[config.mk]
export PLATFORM = sky130hd
export DESIGN_NAME = websocket_frame_unmask_unit
export DESIGN_NICKNAME = d
export VERILOG_FILES = /design/src/design/wfu_pkg.sv /design/src/design/wfu_parser.sv /design/src/design/wfu_queue.sv /design/src/design/wfu_out_stage.sv /design/src/design/websocket_frame_unmask_unit.sv
export VERILOG_INCLUDE_DIRS = /design/src /design/src/design
export SDC_FILE = /design/constraint.sdc
export NUM_CORES = 1
export LEC_CHECK = 0
export BUFFER_PORTS_ARGS = -buffer_cell sky130_fd_sc_hd__buf_2
export CAP_MARGIN = 10
export CORE_AREA = 2 2 131 133
export DETAILED_ROUTE_END_ITERATION = 10
export DIE_AREA = 0 0 133 135
export PLACE_DENSITY = 0.77
export SYNTH_ARGS = -nofsm -noshare
export SYNTH_HDL_FRONTEND = slang
export SYNTH_HIERARCHICAL = 1
export SYNTH_SLANG_ARGS = --single-unit
[constraint.sdc]
create_clock -name clk_i -period 4.3 [get_ports clk_i]
set_clock_uncertainty 0.1 [all_clocks]
set_input_delay 0.86 -clock clk_i [delete_from_list [all_inputs] [get_ports clk_i]]
set_output_delay 0.86 -clock clk_i [all_outputs]
set_load 0.03 [all_outputs]
[src/design/websocket_frame_unmask_unit_macros.svh]
// Assertion macros shared by the websocket frame unmask design.
// Included by every module that carries concurrent assertions; needs clk_i and rst_ni in scope.
`ifndef WEBSOCKET_FRAME_UNMASK_UNIT_MACROS_SVH
`define WEBSOCKET_FRAME_UNMASK_UNIT_MACROS_SVH
`ifndef SYNTHESIS
// Check that a property holds at every clock edge outside reset.
`define WFU_ASSERT(lbl, prop) \
  lbl: assert property (@(posedge clk_i) disable iff (!rst_ni) (prop)) \
    else $error("wfu assertion failed");
// Check that a condition never becomes true outside reset.
`define WFU_ASSERT_NEVER(lbl, cond) \
  lbl: assert property (@(posedge clk_i) disable iff (!rst_ni) !(cond)) \
    else $error("wfu forbidden condition seen");
`else
`define WFU_ASSERT(lbl, prop)
`define WFU_ASSERT_NEVER(lbl, cond)
`endif
`endif

[src/design/wfu_pkg.sv]
// Package for the websocket frame unmask unit: header constants, phase and result types.
// No dependencies; imported by every module of the block.
`timescale 1ns / 1ps
package wfu_pkg;

  localparam int unsigned MaxPayloadWidth = 21;
  localparam logic [MaxPayloadWidth-1:0] MaxPayloadReset = 21'd4096;
  localparam int unsigned QueueDepth = 4;

  localparam logic [7:0] FirstByte    = 8'h81;
  localparam logic [7:0] LenMask      = 8'h7F;
  localparam logic [6:0] LenDirectMax = 7'd125;
  localparam logic [6:0] LenExt16     = 7'd126;
  localparam logic [3:0] Ext16Bytes   = 4'd2;
  localparam logic [3:0] Ext64Bytes   = 4'd8;

  typedef enum logic [2:0] {
    PhFirst,
    PhLength,
    PhExtLen,
    PhMask,
    PhPayload
  } phase_e;

  typedef enum logic [1:0] {
    KindPayload = 2'd0,
    KindEmpty   = 2'd1,
    KindError   = 2'd2
  } kind_e;

  typedef enum logic {
    ErrFirstByte = 1'b0,
    ErrTooLong   = 1'b1
  } err_e;

  // One classified result on its way from the parser to the output stage.
  typedef struct packed {
    logic [7:0] raw;
    logic [7:0] mask;
    kind_e      kind;
    logic       last;
    err_e       code;
  } res_t;

  // Full length against the limit: spilled high bits always exceed it.
  function automatic logic len_exceeds(input logic                       spill,
                                       input logic [MaxPayloadWidth-1:0] len,
                                       input logic [MaxPayloadWidth-1:0] limit);
    len_exceeds = spill | (len > limit);
  endfunction

endpackage

[src/design/wfu_parser.sv]
// Front end: accepts stream words, walks the frame header and classifies each word.
// Depends on wfu_pkg and the assertion macros header.
`timescale 1ns / 1ps
`include "websocket_frame_unmask_unit_macros.svh"
module wfu_parser (
  input  logic                                clk_i,
  input  logic                                rst_ni,
  input  logic [wfu_pkg::MaxPayloadWidth-1:0] max_payload_i,
  input  logic                                accept_i,
  input  logic [7:0]                          byte_i,
  input  logic                                resync_i,
  output logic                                res_valid_o,
  output wfu_pkg::res_t                       res_o
);
  import wfu_pkg::*;

  phase_e                     phase_q, phase_d;
  logic                       error_q, error_d;
  logic [MaxPayloadWidth-1:0] acc_q, acc_d;
  logic                       spill_q, spill_d;
  logic [3:0]                 left_q, left_d;
  logic [MaxPayloadWidth-1:0] rem_q, rem_d;
  logic [31:0]                mask_q, mask_d;
  logic [1:0]                 pos_q, pos_d;

  logic                       work;
  phase_e                     eff_phase;
  logic [6:0]                 len_code;
  logic [MaxPayloadWidth-1:0] direct_len;
  logic                       direct_over;
  logic [MaxPayloadWidth-1:0] acc_shift;
  logic                       spill_shift;
  logic                       ext_over;
  logic [7:0]                 mask_sel;

  // Resync restarts the frame on this very word; a held error drops the word.
  assign work        = accept_i & (resync_i | ~error_q);
  assign eff_phase   = resync_i ? PhFirst : phase_q;
  assign len_code    = byte_i[6:0] & LenMask[6:0];
  assign direct_len  = {{(MaxPayloadWidth-7){1'b0}}, len_code};
  assign direct_over = len_exceeds(1'b0, direct_len, max_payload_i);
  assign acc_shift   = {acc_q[MaxPayloadWidth-9:0], byte_i};
  assign spill_shift = spill_q | (|acc_q[MaxPayloadWidth-1:MaxPayloadWidth-8]);
  assign ext_over    = len_exceeds(spill_shift, acc_shift, max_payload_i);
  // First mask byte sits in the top byte of the key.
  assign mask_sel    = mask_q[{~pos_q, 3'b000} +: 8];

  // Next state
  always_comb begin
    phase_d = phase_q;
    error_d = error_q;
    acc_d   = acc_q;
    spill_d = spill_q;
    left_d  = left_q;
    rem_d   = rem_q;
    mask_d  = mask_q;
    pos_d   = pos_q;
    if (work) begin
      if (resync_i) begin
        error_d = 1'b0;
      end
      unique case (eff_phase)
        PhLength: begin
          if (len_code <= LenDirectMax) begin
            if (direct_over) begin
              error_d = 1'b1;
              phase_d = PhFirst;
            end else begin
              rem_d   = direct_len;
              pos_d   = 2'd0;
              phase_d = PhMask;
            end
          end else begin
            acc_d   = '0;
            spill_d = 1'b0;
            left_d  = (len_code == LenExt16) ? Ext16Bytes : Ext64Bytes;
            phase_d = PhExtLen;
          end
        end
        PhExtLen: begin
          acc_d   = acc_shift;
          spill_d = spill_shift;
          left_d  = left_q - 4'd1;
          if (left_q == 4'd1) begin
            if (ext_over) begin
              error_d = 1'b1;
              phase_d = PhFirst;
            end else begin
              rem_d   = acc_shift;
              pos_d   = 2'd0;
              phase_d = PhMask;
            end
          end
        end
        PhMask: begin
          mask_d = {mask_q[23:0], byte_i};
          pos_d  = pos_q + 2'd1;
          if (pos_q == 2'd3) begin
            phase_d = (rem_q == '0) ? PhFirst : PhPayload;
          end
        end
        PhPayload: begin
          pos_d = pos_q + 2'd1;
          rem_d = rem_q - {{(MaxPayloadWidth-1){1'b0}}, 1'b1};
          if (rem_q == {{(MaxPayloadWidth-1){1'b0}}, 1'b1}) begin
            phase_d = PhFirst;
          end
        end
        default: begin
          if (byte_i != FirstByte) begin
            error_d = 1'b1;
            phase_d = PhFirst;
          end else begin
            phase_d = PhLength;
          end
        end
      endcase
    end
  end

  // Result classification
  always_comb begin
    res_valid_o = 1'b0;
    res_o       = '{raw: 8'h00, mask: 8'h00, kind: KindPayload, last: 1'b0,
                    code: ErrFirstByte};
    if (work) begin
      unique case (eff_phase)
        PhLength: begin
          if ((len_code <= LenDirectMax) && direct_over) begin
            res_valid_o = 1'b1;
            res_o.kind  = KindError;
            res_o.code  = ErrTooLong;
          end
        end
        PhExtLen: begin
          if ((left_q == 4'd1) && ext_over) begin
            res_valid_o = 1'b1;
            res_o.kind  = KindError;
            res_o.code  = ErrTooLong;
          end
        end
        PhMask: begin
          if ((pos_q == 2'd3) && (rem_q == '0)) begin
            res_valid_o = 1'b1;
            res_o.kind  = KindEmpty;
            res_o.last  = 1'b1;
          end
        end
        PhPayload: begin
          res_valid_o = 1'b1;
          res_o.raw   = byte_i;
          res_o.mask  = mask_sel;
          res_o.last  = (rem_q == {{(MaxPayloadWidth-1){1'b0}}, 1'b1});
        end
        default: begin
          if (byte_i != FirstByte) begin
            res_valid_o = 1'b1;
            res_o.kind  = KindError;
          end
        end
      endcase
    end
  end

  always_ff @(posedge clk_i or negedge rst_ni) begin
    if (!rst_ni) begin
      phase_q <= PhFirst;
      error_q <= 1'b0;
      acc_q   <= '0;
      spill_q <= 1'b0;
      left_q  <= '0;
      rem_q   <= '0;
      mask_q  <= '0;
      pos_q   <= '0;
    end else begin
      phase_q <= phase_d;
      error_q <= error_d;
      acc_q   <= acc_d;
      spill_q <= spill_d;
      left_q  <= left_d;
      rem_q   <= rem_d;
      mask_q  <= mask_d;
      pos_q   <= pos_d;
    end
  end

  `WFU_ASSERT(a_payload_has_bytes, (phase_q == PhPayload) |-> (rem_q != '0))
  `WFU_ASSERT(a_error_parks_header, error_q |-> (phase_q == PhFirst))
  `WFU_ASSERT(a_payload_aligned, (phase_q == PhMask && phase_d == PhPayload) |-> (pos_d == 2'd0))

endmodule

[src/design/wfu_queue.sv]
// Short result queue between the parser and the output stage.
// Depends on wfu_pkg and the assertion macros header.
`timescale 1ns / 1ps
`include "websocket_frame_unmask_unit_macros.svh"
module wfu_queue #(
  parameter int unsigned DEPTH = wfu_pkg::QueueDepth
) (
  input  logic          clk_i,
  input  logic          rst_ni,
  input  logic          push_i,
  input  wfu_pkg::res_t push_data_i,
  output logic          full_o,
  input  logic          pop_i,
  output logic          not_empty_o,
  output wfu_pkg::res_t pop_data_o
);
  import wfu_pkg::*;

  localparam int unsigned PtrW = (DEPTH > 1) ? $clog2(DEPTH) : 1;
  localparam int unsigned CntW = $clog2(DEPTH + 1);
  localparam logic [PtrW-1:0] LastPtr = PtrW'(DEPTH - 1);
  localparam logic [CntW-1:0] FullCnt = CntW'(DEPTH);
  localparam logic [PtrW-1:0] PtrOne  = PtrW'(1);
  localparam logic [CntW-1:0] CntOne  = CntW'(1);

  res_t            slots_q [DEPTH];
  logic [PtrW-1:0] wr_q, wr_d;
  logic [PtrW-1:0] rd_q, rd_d;
  logic [CntW-1:0] cnt_q, cnt_d;

  assign full_o      = (cnt_q == FullCnt);
  assign not_empty_o = (cnt_q != '0);
  assign pop_data_o  = slots_q[rd_q];

  always_comb begin
    wr_d  = wr_q;
    rd_d  = rd_q;
    cnt_d = cnt_q;
    if (push_i) begin
      wr_d = (wr_q == LastPtr) ? '0 : wr_q + PtrOne;
    end
    if (pop_i) begin
      rd_d = (rd_q == LastPtr) ? '0 : rd_q + PtrOne;
    end
    if (push_i && !pop_i) begin
      cnt_d = cnt_q + CntOne;
    end else if (pop_i && !push_i) begin
      cnt_d = cnt_q - CntOne;
    end
  end

  always_ff @(posedge clk_i) begin
    if (push_i) begin
      slots_q[wr_q] <= push_data_i;
    end
  end

  always_ff @(posedge clk_i or negedge rst_ni) begin
    if (!rst_ni) begin
      wr_q  <= '0;
      rd_q  <= '0;
      cnt_q <= '0;
    end else begin
      wr_q  <= wr_d;
      rd_q  <= rd_d;
      cnt_q <= cnt_d;
    end
  end

  `WFU_ASSERT(a_count_in_range, cnt_q <= FullCnt)
  `WFU_ASSERT_NEVER(a_push_into_full, push_i && full_o)
  `WFU_ASSERT_NEVER(a_pop_from_empty, pop_i && !not_empty_o)

endmodule

[src/design/wfu_out_stage.sv]
// Back end: pulls classified results, applies the mask and drives the output register.
// Depends on wfu_pkg.
`timescale 1ns / 1ps
module wfu_out_stage (
  input  logic          clk_i,
  input  logic          rst_ni,
  input  logic          avail_i,
  input  wfu_pkg::res_t res_i,
  output logic          pop_o,
  output logic          valid_o,
  input  logic          ready_i,
  output logic [7:0]    byte_o,
  output logic [2:0]    user_o,
  output logic          last_o
);
  import wfu_pkg::*;

  logic       valid_q, valid_d;
  logic [7:0] byte_q;
  kind_e      kind_q;
  logic       last_q;
  err_e       code_q;

  // Refill the register when it is empty or its word leaves this cycle.
  assign pop_o   = avail_i & (~valid_q | ready_i);
  assign valid_d = pop_o | (valid_q & ~ready_i);

  always_ff @(posedge clk_i or negedge rst_ni) begin
    if (!rst_ni) begin
      valid_q <= 1'b0;
    end else begin
      valid_q <= valid_d;
    end
  end

  always_ff @(posedge clk_i) begin
    if (pop_o) begin
      byte_q <= res_i.raw ^ res_i.mask;
      kind_q <= res_i.kind;
      last_q <= res_i.last;
      code_q <= res_i.code;
    end
  end

  assign valid_o = valid_q;
  assign byte_o  = byte_q;
  assign user_o  = {code_q, kind_q};
  assign last_o  = last_q;

endmodule

[src/design/websocket_frame_unmask_unit.sv]
// Top level of the websocket frame unmask unit.
// Depends on wfu_pkg, wfu_parser, wfu_queue and wfu_out_stage.
`timescale 1ns / 1ps
// Receives a client WebSocket byte stream, one byte per word, and returns the
// unmasked payload. Each frame must open with 0x81; the length byte follows
// (126: 16-bit big-endian extended length, 127: 64-bit), then four mask bytes,
// then the payload, whose bytes are XORed with the mask in turn and sent out
// with tlast on the final one. A frame with no payload yields one "empty frame"
// word with tlast set. A bad first byte or a length above max_payload yields an
// error word and the unit then drops every byte until a word arrives with the
// resync flag, which also abandons any frame in progress and counts as a first
// byte. The unit takes one byte every clock cycle while the result queue has room:
// the header walk and the mask select keep pace with the input, and the result
// queue plus the output register let the input keep running while the output
// stalls until the queue fills. A result is written into the queue as its byte
// is taken and from there moves into the output register once that is free. No
// clearing pass is needed after reset. Write max_payload only while idle.
module websocket_frame_unmask_unit #(
  parameter int unsigned QUEUE_DEPTH = wfu_pkg::QueueDepth
) (
  input  logic                                clk_i,
  input  logic                                rst_ni,
  input  logic                                cfg_we_i,
  input  logic [wfu_pkg::MaxPayloadWidth-1:0] cfg_wdata_i,
  input  logic                                s_axis_tvalid,
  output logic                                s_axis_tready,
  input  logic [7:0]                          s_axis_tdata,  // [7:0] data_byte
  input  logic                                s_axis_tuser,  // [0] resync
  output logic                                m_axis_tvalid,
  input  logic                                m_axis_tready,
  output logic [7:0]                          m_axis_tdata,  // [7:0] out_byte
  output logic [2:0]                          m_axis_tuser,  // [1:0] out_kind, [2] error_code
  output logic                                m_axis_tlast   // last_of_frame
);
  import wfu_pkg::*;

  logic [MaxPayloadWidth-1:0] max_payload_q;
  logic                       in_accept;
  logic                       res_valid;
  res_t                       res;
  logic                       q_full;
  logic                       q_avail;
  logic                       q_pop;
  res_t                       q_data;

  // Hold the payload limit; the user must write it only while the unit is idle (not enforced here).
  always_ff @(posedge clk_i or negedge rst_ni) begin
    if (!rst_ni) begin
      max_payload_q <= MaxPayloadReset;
    end else if (cfg_we_i) begin
      max_payload_q <= cfg_wdata_i;
    end
  end

  // Take a byte whenever the queue has room for a possible result.
  assign s_axis_tready = ~q_full;
  assign in_accept     = s_axis_tvalid & s_axis_tready;

  wfu_parser u_parser (
    .clk_i         (clk_i),
    .rst_ni        (rst_ni),
    .max_payload_i (max_payload_q),
    .accept_i      (in_accept),
    .byte_i        (s_axis_tdata),
    .resync_i      (s_axis_tuser),
    .res_valid_o   (res_valid),
    .res_o         (res)
  );

  wfu_queue #(
    .DEPTH (QUEUE_DEPTH)
  ) u_queue (
    .clk_i       (clk_i),
    .rst_ni      (rst_ni),
    .push_i      (res_valid),
    .push_data_i (res),
    .full_o      (q_full),
    .pop_i       (q_pop),
    .not_empty_o (q_avail),
    .pop_data_o  (q_data)
  );

  wfu_out_stage u_out (
    .clk_i   (clk_i),
    .rst_ni  (rst_ni),
    .avail_i (q_avail),
    .res_i   (q_data),
    .pop_o   (q_pop),
    .valid_o (m_axis_tvalid),
    .ready_i (m_axis_tready),
    .byte_o  (m_axis_tdata),
    .user_o  (m_axis_tuser),
    .last_o  (m_axis_tlast)
  );

endmodule

==> impl_results.md <==
* Outcome: completed
* Simple-gate area share of the yosys netlist at 0.122
* Placed Cells at 1038
* Clk pin slew, worst setup/hold paths at 0.07 ns
* Final setup viols at 0
* Mux cell area share after synthesis at 0.104
* I/O Buffers at 48
* Via count at roughly 6700
* Post-Synth XOR/XNOR Area at 0.0118
* Routed wire length at 21.9 mm
* Worst-Skew Late Latency at 0.51 ns
* Syn Std Cell Area at 0.00969 mm²
* Final Hold Viols at 0
* Commonest non-fill, non-tap cell in the layout: nand2_1
* # hold bufs at CTS at 0
* Diodes inserted at 0
* Die area at 0.0180 mm²
* H-tree levels at 1
* Vias per std cell at 6.22
* Yosys synthesis warning count at 6
* Final nets at 910
* Worst Setup End Kind: register
* CTS max path bufs at 3
* Worst path required time at 4.59 ns
* Fin crit period at roughly 4 ns
* Critical Path Source Type: register
* Final non-filler cell total at between 1000 and 1500
* Seq cells post-synth at 206
* First-pass GRT wire length at 35.3 mm
* # DRC at 0
* Final Wtd Congestion at 0.943
* Initial Util at 0.591
* Yosys top cell by area: dfrtp_1
* Setup TNS at 0 ns
* Synth unique cells at 62
* Critical path arrival at 4.23 ns
* CTS buffer count at 22
* VDD IR-drop max at approximately 0.38 mV
* Post-synth EDFFs at 92
* Sequential element share of the synthesized area at 0.580
* Post-CTS sizing at 0
* Antenna violations before repair at 0
* Largest net degree at the start of global routing at 77
* Row count at 47
* Routed length per instance at approximately 20 µm
* Largest cells by area after synthesis: dfrtp_1 29%, edfxtp_1 29%, mux4_2 6.0%
* Unrepaired setup endpoints after global routing: false
* Most frequent cells in the layout: 116 x nand2_1, 113 x dfrtp_1, 92 x edfxtp_1
* P_leak at 4.76 nW
* CTS root buf: clkbuf_16
* Setup CP Type: reg -> reg
* Slew Viols, Final at 0
* Main synth FF type: dfrtp_1
* Syn Inst Count at 781
* WHS at 0.377 ns
* Synth Area in Compound Gates at 0.103
* Vias in the first global route at 6785
* Fmax at about 250 MHz
* Total gr overflow at 0
* Util after Layout at 0.672
* Final worst-path cycle share at 0.914
* CTS tree: built
* Avg Cell Area, Syn at around 12 µm²
* Largest family of logic cells by synthesized area: simple AND/OR/NAND/NOR gates
* Core area at 0.0164 mm²
* Post-synth top area share at 0.292
* Area grow syn2layout at 13.7%
* Die Span X at 133 µm
* Final ANT Viol Nets at 0
* Net count after synthesis at 849
* Initial DRC count at 637
* Die Height at 135 µm
* Max transition margin at 0.363
* Crit-path max FO at 3
* Post-CTS Setup Inserts at 0
* Pwr Density at approximately 670 mW/mm²
* Post-synth ARST share at 0.553
* HP Class: reg -> reg
* Drt pass-1 iters at 6
* Dpl hpwl at between 10 and 15 mm
* Clock sink count at 206
* Adder-Cell Fraction of Synth Area at 0.0434
* Fillers at 1133
* Worst Max-Slew Pin Slew at between 0.9 and 1 ns
* IO Pins at 49
* # Max-Cap Violations at 0
* Layout cell share with drive strength beyond 1 at 0.211
* GR Util All Layers at 0.251
==> sequential cells by signal, summed over array words and instances (netlist names) <==
register,flops
u_out/valid_o,1
u_parser/phase_q,3
u_out/last_o,1
u_out/code_q,1
u_out/byte_o,8
u_queue/cnt_q,3
u_parser/error_q,1
u_queue/wr_q,2
max_payload_q,21
u_parser/left_q,4
u_out/kind_q,2
u_queue/rd_q,2
u_parser/pos_q,2
u_queue/slots_q,80
u_parser/mask_q,32
u_parser/spill_q,1
u_parser/acc_q,21
u_parser/rem_q,21
==> cells by family after synthesis <==
| kind of cell | Yosys count |
|---|---|
| buffers and inverters | 81 |
| adders and majority gates | 33 |
| AOI/OAI and AO/OA | 147 |
| and+or+nand+nor | 247 |
| muxes | 54 |
| xor gates and xnor gates | 13 |
| DFF | 206 |
==> final timing paths <==
check | start | endpoint | slack [ns] | cells after the start
hold reg to reg | u_parser/mask_q[27] | u_parser/mask_q[27] | 0.38 | 2
min in group asynchronous | rst_ni | u_parser/mask_q[5] | 0.39 | 1
max in group asynchronous | rst_ni | max_payload_q[12] | 2.79 | 2
setup reg to reg | max_payload_q[12] | u_queue/cnt_q[1] | 0.37 | 12
hold / removal | u_parser/mask_q[27] | u_parser/mask_q[27] | 0.38 | 2
setup / recovery | max_payload_q[12] | u_queue/cnt_q[1] | 0.37 | 12
==> where the power goes <==
| part | internal (W) | switching (W) | total (W) |
|---|---|---|---|
| clock network | 0.00117 | 0.000799 | 0.00197 |
| logic | 0.00101 | 0.00125 | 0.00226 |
| registers | 0.00264 | 0.000492 | 0.00313 |
==> stage by stage <==
step / area (µm²) / setup WS [ns] / total power [W]
floorplan: 9690 / 0.177 / 0.00470
global placement: 10200 / 0.0805 / 0.00524
detailed placement: 10200 / -0.0179 / 0.00538
CTS: 11000 / 0.387 / 0.00738
global route: 11000 / 0.211 / 0.00775
finish: 11000 / 0.369 / 0.00736
==> cell type report <==
type,instances,area [µm²],area share
multi-input cells,494,3730,0.339
clock inverters,15,189,0.0171
repair buffers,79,475,0.0431
inverters,39,146,0.0133
clock buffers,25,582,0.0528
flip-flops and latches,206,5620,0.510
well taps,220,275,0.0250
==> layer usage <==
layer / GRT usage / vias to the layer above / routed length [µm]
li1: - / 3008 / -
met1: 0.342 / 3299 / 8800
met2: 0.426 / 350 / 10800
met3: 0.0300 / 51 / 1620
met4: 0.0836 / 0 / 642
met5: 0 / - / 0
==> worst max-delay path, stage by stage, from the launching register on <==
cell and delay, ns:
dfstp_2 0.55, inv_1 0.05, ha_1 0.31, nand4_1 0.16, or4_4 0.58, o41a_1 0.35, nand3_1 0.12, a41oi_1 0.17
or3_1 0.42, ha_1 0.25, inv_1 0.08, fa_1 0.41, mux2_2 0.28
==> synthesized netlist by cell type, types with 9 or more instances <==
cell,n
inv_1,39
mux2_4,20
and2_1,9
dfrtp_1,113
clkbuf_1,29
xor2_1,10
and3_1,19
nor2_1,33
nor3_1,20
o21ai_0,22
a22o_1,22
nand3_1,10
mux4_2,26
ha_1,32
a21oi_1,36
nor4_1,14
o31ai_1,14
a22oi_1,11
nand2_1,116
edfxtp_1,92
Power figures use the tool's default switching activity.
